==> src/rtl/kte_pkg.sv <==
`timescale 1ns / 1ps
// ----------------------------------------------------------------------------
// kte_pkg
// Types and constants shared by the keyed table with expiry.
// ----------------------------------------------------------------------------
package kte_pkg;

    localparam int MODE_W   = 2;
    localparam int KEY_W    = 32;
    localparam int VAL_W    = 32;
    localparam int NOW_W    = 48;
    localparam int EXP_W    = 49;
    localparam int AGE_W    = 32;
    localparam int STATUS_W = 3;
    localparam int COUNT_W  = 7;

    // Table word layout: valid, key, value, expiry (most to least significant).
    localparam int WORD_W    = 1 + KEY_W + VAL_W + EXP_W;
    localparam int EXP_LSB   = 0;
    localparam int VAL_LSB   = EXP_LSB + EXP_W;
    localparam int KEY_LSB   = VAL_LSB + VAL_W;
    localparam int VALID_BIT = KEY_LSB + KEY_W;

    localparam logic [MODE_W-1:0] MODE_SET    = 2'd0;
    localparam logic [MODE_W-1:0] MODE_GET    = 2'd1;
    localparam logic [MODE_W-1:0] MODE_REMOVE = 2'd2;

    localparam logic [STATUS_W-1:0] STS_INSERTED = 3'd0;
    localparam logic [STATUS_W-1:0] STS_UPDATED  = 3'd1;
    localparam logic [STATUS_W-1:0] STS_HIT      = 3'd2;
    localparam logic [STATUS_W-1:0] STS_MISS     = 3'd3;
    localparam logic [STATUS_W-1:0] STS_EXPIRED  = 3'd4;
    localparam logic [STATUS_W-1:0] STS_REMOVED  = 3'd5;
    localparam logic [STATUS_W-1:0] STS_ABSENT   = 3'd6;
    localparam logic [STATUS_W-1:0] STS_FULL     = 3'd7;

    typedef enum logic [2:0] {
        S_CLEAR,
        S_IDLE,
        S_SCAN,
        S_DRAIN,
        S_EXEC
    } t_state;

    typedef struct packed {
        logic clear_wr;
        logic load;
        logic scan_rd;
        logic exec;
    } t_dp_cmd;

    typedef struct packed {
        logic addr_last;
    } t_dp_sts;

endpackage

==> src/rtl/kte_ctrl.sv <==
`timescale 1ns / 1ps
// ----------------------------------------------------------------------------
// kte_ctrl
// Sequencer: clearing pass after reset, then scan, decide and write back per
// request.
// ----------------------------------------------------------------------------
module kte_ctrl import kte_pkg::*; (
    input  logic    i_clk,
    input  logic    i_rst_n,
    input  logic    start,
    input  t_dp_sts i_sts,
    output t_dp_cmd o_cmd,
    output logic    busy
);

    t_state r_state;
    t_state n_state;

    always_ff @(posedge i_clk) begin
        if (!i_rst_n) begin
            r_state <= S_CLEAR;
        end else begin
            r_state <= n_state;
        end
    end

    always_comb begin
        n_state = r_state;
        case (r_state)
            S_CLEAR: begin
                if (i_sts.addr_last) begin
                    n_state = S_IDLE;
                end
            end
            S_IDLE: begin
                if (start) begin
                    n_state = S_SCAN;
                end
            end
            S_SCAN: begin
                if (i_sts.addr_last) begin
                    n_state = S_DRAIN;
                end
            end
            S_DRAIN: n_state = S_EXEC;
            S_EXEC:  n_state = S_IDLE;
            default: n_state = S_CLEAR;
        endcase
    end

    always_comb begin
        o_cmd = '0;
        busy  = 1'b1;
        case (r_state)
            S_CLEAR: o_cmd.clear_wr = 1'b1;
            S_IDLE: begin
                busy       = 1'b0;
                o_cmd.load = start;
            end
            S_SCAN:  o_cmd.scan_rd = 1'b1;
            S_DRAIN: o_cmd = '0;
            S_EXEC:  o_cmd.exec = 1'b1;
            default: o_cmd = '0;
        endcase
    end

endmodule

==> config.mk <==
export PLATFORM = sky130hd
export DESIGN_NAME = kte_ctrl
export DESIGN_NICKNAME = d
export VERILOG_FILES = /design/src/rtl/kte_pkg.sv /design/src/rtl/kte_ctrl.sv
export SDC_FILE = /design/constraint.sdc
export NUM_CORES = 1
export LEC_CHECK = 0
export BUFFER_PORTS_ARGS = -buffer_cell sky130_fd_sc_hd__buf_2
export CAP_MARGIN = 20
export CORE_AREA = 2 2 39 41
export DETAILED_ROUTE_END_ITERATION = 10
export DIE_AREA = 0 0 41 43
export GPL_TIMING_DRIVEN = 0
export PLACE_DENSITY_LB_ADDON = 0.05
export SLEW_MARGIN = 5
export SYNTH_ARGS = -nofsm -noshare
export SYNTH_HDL_FRONTEND = slang
export SYNTH_SLANG_ARGS = --single-unit
==> constraint.sdc <==
create_clock -name i_clk -period 3.2 [get_ports i_clk]
set_input_delay 0.32 -clock i_clk [delete_from_list [all_inputs] [get_ports i_clk]]
set_output_delay 0.32 -clock i_clk [all_outputs]
set_load 0.02 [all_outputs]
* Word level (Yosys, flattened, before mapping)
Cells that the tools add are included.
** Word-level totals
- Bits of input ports :: 4
- Logic and storage cells :: 19
- Output and inout bits :: 5
- Flip-flop bits (word level) :: 3
** Operators by class
- Mux-type cells :: 9
- Eq/ne operators :: 7
- Reduce and logical (&&, ||, !) cells :: 2
** Operator list (count)
- one-hot mux 3 bit (5 select lines) :: 1
- 2-to-1 mux 3 bit :: 3
- == test 3 x 2 -> 1 bit, second input constant :: 2
- != test 2 bit, second input constant :: 3
- 2-to-1 mux 1 bit :: 5
- == test 3 x 1 -> 1 bit, second input constant :: 1
- == test 3 bit, second input constant :: 1
- logical NOT 3 bit :: 1
- AND reduction 3 bit :: 1

* Longest topological paths before layout
- Word-level depth :: 3
- Gate-level depth with buffers :: 3
- Mapped depth without buffers :: 3

* Worst setup path after synthesis
No wires, ideal clock.
- Kind :: reg2out
- Start point :: register r_state[0]
- End point :: output o_cmd[2] (netlist name)
- Data arrival time :: 1217 ps
- Required time :: 2880 ps
- Setup slack :: 1663 ps
- Cell stages (with the launch flop) :: 3
- Path buffers :: 0
- Cell sequence :: dfxtp_1 -> or3b_1 -> nor2_1
** RTL lines
- start, declared :: RTL line kte_ctrl.sv:16 : t_state r_state;
- start signal, assigned :: RTL line kte_ctrl.sv:23 : r_state <= n_state;
- end, declared :: RTL line kte_ctrl.sv:12 : output t_dp_cmd o_cmd,

==> out/results.md <==
| Parameter | Reported | Unit |
| --- | --- | --- |
| Area of all placed cells without fillers | 242.7 | um^2 |
| Global Route Usage Sum | 0.04523 | - |
| Worst Max-Slew Pin Slew | 0.2034 | ns |
| Sum of overflow across all layers after global routing | 0 | - |
| Critical setup path kind | register to output pin | - |
| Cell type group with the largest total delay on the critical path | simple AND/OR/NAND/NOR gates | - |
| Number of inserted diodes | 0 | - |
| Global Route met3 Usage | 0.04712 | - |
| Post-synthesis sequential element count | 3 | - |
| Largest driver fanout on the critical path | 7 | - |
| Vias in the first global route | 144 | - |
| DR vias | 158 | - |
| Final setup violation count | 0 | - |
| Post-Route WL | 326 | um |
| Residual DRC count | 0 | - |
| Area enclosed by the die boundary | 1763 | um^2 |
| Via-per-instance ratio | 3.435 | - |
| Hold-fix buffer count after cts | 0 | - |
| Maximum number of buffers from clock root to sink | 2 | - |
| Cell-by-cell trace of the critical path | or3b_1 > nor2_1 > buf_2 | - |
| Post-synthesis share of cell area spent on full adders, half adders and majority gates | 0 | - |
| Global routing met1 resource utilization | 0.03226 | - |
| Synthesized instance count | 18 | - |
| Total chip power | 126.3 | uW |
| Maximum number of pins on one net before global-route repair | 8 | - |
| Number of levels the H-tree was split into | 1 | - |
| Crit. path cell count | 3 | - |
| Die Y | 43 | um |
| Depth of the worst register-to-register path | 3 | - |
| Data required, critical path | 2.88 | ns |
| Flip-flop count of the largest register after layout | 3 | - |
| Final setup TNS | 0 | ns |
| Fraction of layout instances using a drive strength above 1 | 0.4000 | - |
| Startpoint kind of the worst setup timing path | register | - |
| Main combinational cell family by area after synthesis | simple AND/OR/NAND/NOR gates | - |
| Xor/xnor share of the synthesized area | 0 | - |
| Largest Register | r_state | - |
| Worst path buffer plus inverter count | 1 | - |
| Met2 global-route usage | 0.06250 | - |
| Final hold viol count | 0 | - |
| Total nets after synthesis | 22 | - |
| First-pass GRT wire length | 476 | um |
| Antenna Nets Post-Route | 0 | - |
| Setup WS pre-CTS | 1.809 | ns |
| Category of the worst setup path capture point | output pin | - |
| Most utilized layer in the global route result | met2 | - |
| Cells resized by post-CTS repair | 0 | - |
| TritonCTS buffer count | 3 | - |
| Count of buffers from port buffering | 8 | - |
| Worst path arrival time | 1.30 | ns |
| Most used cells in the layout excluding fill and tap cells | sky130_fd_sc_hd__buf_2, sky130_fd_sc_hd__nor2_1, sky130_fd_sc_hd__clkbuf_4, sky130_fd_sc_hd__dfxtp_1 | - |
| Routed wirelength normalized by instance count | 7.087 | um |
| Largest registers ranked by flip-flop count | r_state (3) | - |
| Initial Utilization | 0.1130 | - |
| Worst Skew | 0.001017 | ns |
| Minimum clock period after layout | 1.624 | ns |
| Status | completed | - |
| Core outline area | 1384 | um^2 |
| Count of cell types in the netlist | 12 | - |
| Nets | 35 | - |
| Worst Hold Depth | 2 | - |
| Standard cell with the maximum stage delay on the critical path | sky130_fd_sc_hd__dfxtp_1 | - |
| Final setup margin | 1.576 | ns |
| Clock root buffer master | sky130_fd_sc_hd__clkbuf_4 | - |
| Area post-placement | 216.5 | um^2 |
| I/O Pins | 9 | - |
| RSZ-0062 raised after global routing | no | - |
| Clk sink count | 3 | - |
| Reg clk slew, reported paths | 0.04 | ns |
| Post-Syn Area | 156.4 | um^2 |
| Number of antenna violations at the first check in global routing | 0 | - |
| Number of max-cap violations | 0 | - |
| Class of the tightest hold or removal check | input port to register | - |
| Slowest cell delay on critical path | 0.42 | ns |
| Clock insertion delay at the later pin of the skew report | 0.23 | ns |
| Final standard cell utilization of the core | 0.1754 | - |
| Worst slew margin relative to its limit | 0.8642 | - |
| Fraction of the mapped netlist area in compound gates | 0.08000 | - |
| Rows | 14 | - |
| Setup bufs post-CTS | 0 | - |
| Detail Placement HPWL | 256.3 | um |
| Final RePlAce weighted congestion | 0.5502 | - |
| Width of the chip | 41 | um |
| Cell leakage power | 0.1131 | nW |
| Period utilisation layout | 0.5074 | - |
| Worst vdd rail ir drop | 89.15 | uV |
| Portion of the post-synthesis area used by sequential elements | 0.3840 | - |
| Final slew viol count | 0 | - |
| Synth warnings | 0 | - |
| Area share of and/or/nand/nor cells after synthesis | 0.4480 | - |
| Leading cell type in the layout, fill and taps excluded | sky130_fd_sc_hd__buf_2 | - |
| DRT iter0 DRCs | 0 | - |
| Multiplexer fraction of the synthesized cell area | 0.06400 | - |
| Power Density | 520.2 | nW/um^2 |
| Signed area change from the synthesized netlist to the final layout | 55.20 | % |
| First-pass iteration count of the detailed router | 1 | - |
| Highest clock rate | 615.8 | MHz |
| CTS tree | done | - |
| Syn Area/Cell | 8.689 | um^2 |
## metal layers
| layer | routed length, um | up-vias |
|---|---|---|
| met4 | 0 | 0 |
| li1 | - | 87 |
| met1 | 136 | 65 |
| met5 | 0 | - |
| met3 | 41 | 0 |
| met2 | 147 | 6 |
## cells by family (layout without fill, tap and decap cells)
kind of cell	after synthesis	count (layout)
AND/OR/NAND/NOR	11	11
AO/OA/AOI/OAI	2	2
flip-flops	3	3
buffers and inverters	1	13
multiplexers	1	1
## where the power goes
part	total [mW]	switching, mW	leakage [nW]	internal, mW
Sequential	0.0423	0.00278	0.0245	0.0395
Combinational	0.0192	0.0104	0.0736	0.00883
Clock	0.0647	0.0181	0.0150	0.0466
## cells in the mapped netlist
master	count	area share
sky130_fd_sc_hd__and4b_2	1	0.072
sky130_fd_sc_hd__o21a_1	1	0.048
sky130_fd_sc_hd__mux2i_1	1	0.064
sky130_fd_sc_hd__nor3_1	1	0.032
sky130_fd_sc_hd__a21oi_1	1	0.032
sky130_fd_sc_hd__nor2_1	3	0.072
sky130_fd_sc_hd__nand2b_1	2	0.080
sky130_fd_sc_hd__or3b_1	1	0.056
sky130_fd_sc_hd__nor3b_1	2	0.096
sky130_fd_sc_hd__inv_1	1	0.024
sky130_fd_sc_hd__nor2b_1	1	0.040
sky130_fd_sc_hd__dfxtp_1	3	0.38
## area by class of cell
type	instances	area, um^2
Fill cell	159	1141
Multi-Input combinational cell	14	92.59
Timing Repair Buffer	8	40.04
Inverter	1	3.754
Clock buffer	4	26.28
Sequential cell	3	60.06
Tap cell	16	20.02
## per-stage QoR
step                      hold slack (ns)  std cells
final                              0.3300         46
after global routing               0.3339         46
after CTS                          0.3213         46
after detailed placement           0.5316         42
after global placement             0.5613         42
after floorplan                    0.4375         18
## final timing paths
kind,startpoint,endpoint,slack (ns)
setup / recovery,r_state[0],o_cmd[2],1.58
hold / removal,i_rst_n,r_state[0],0.33
setup reg to reg,r_state[0],r_state[0],2.09
hold reg to reg,r_state[2],r_state[1],0.53
Power figures use the tool's default switching activity.
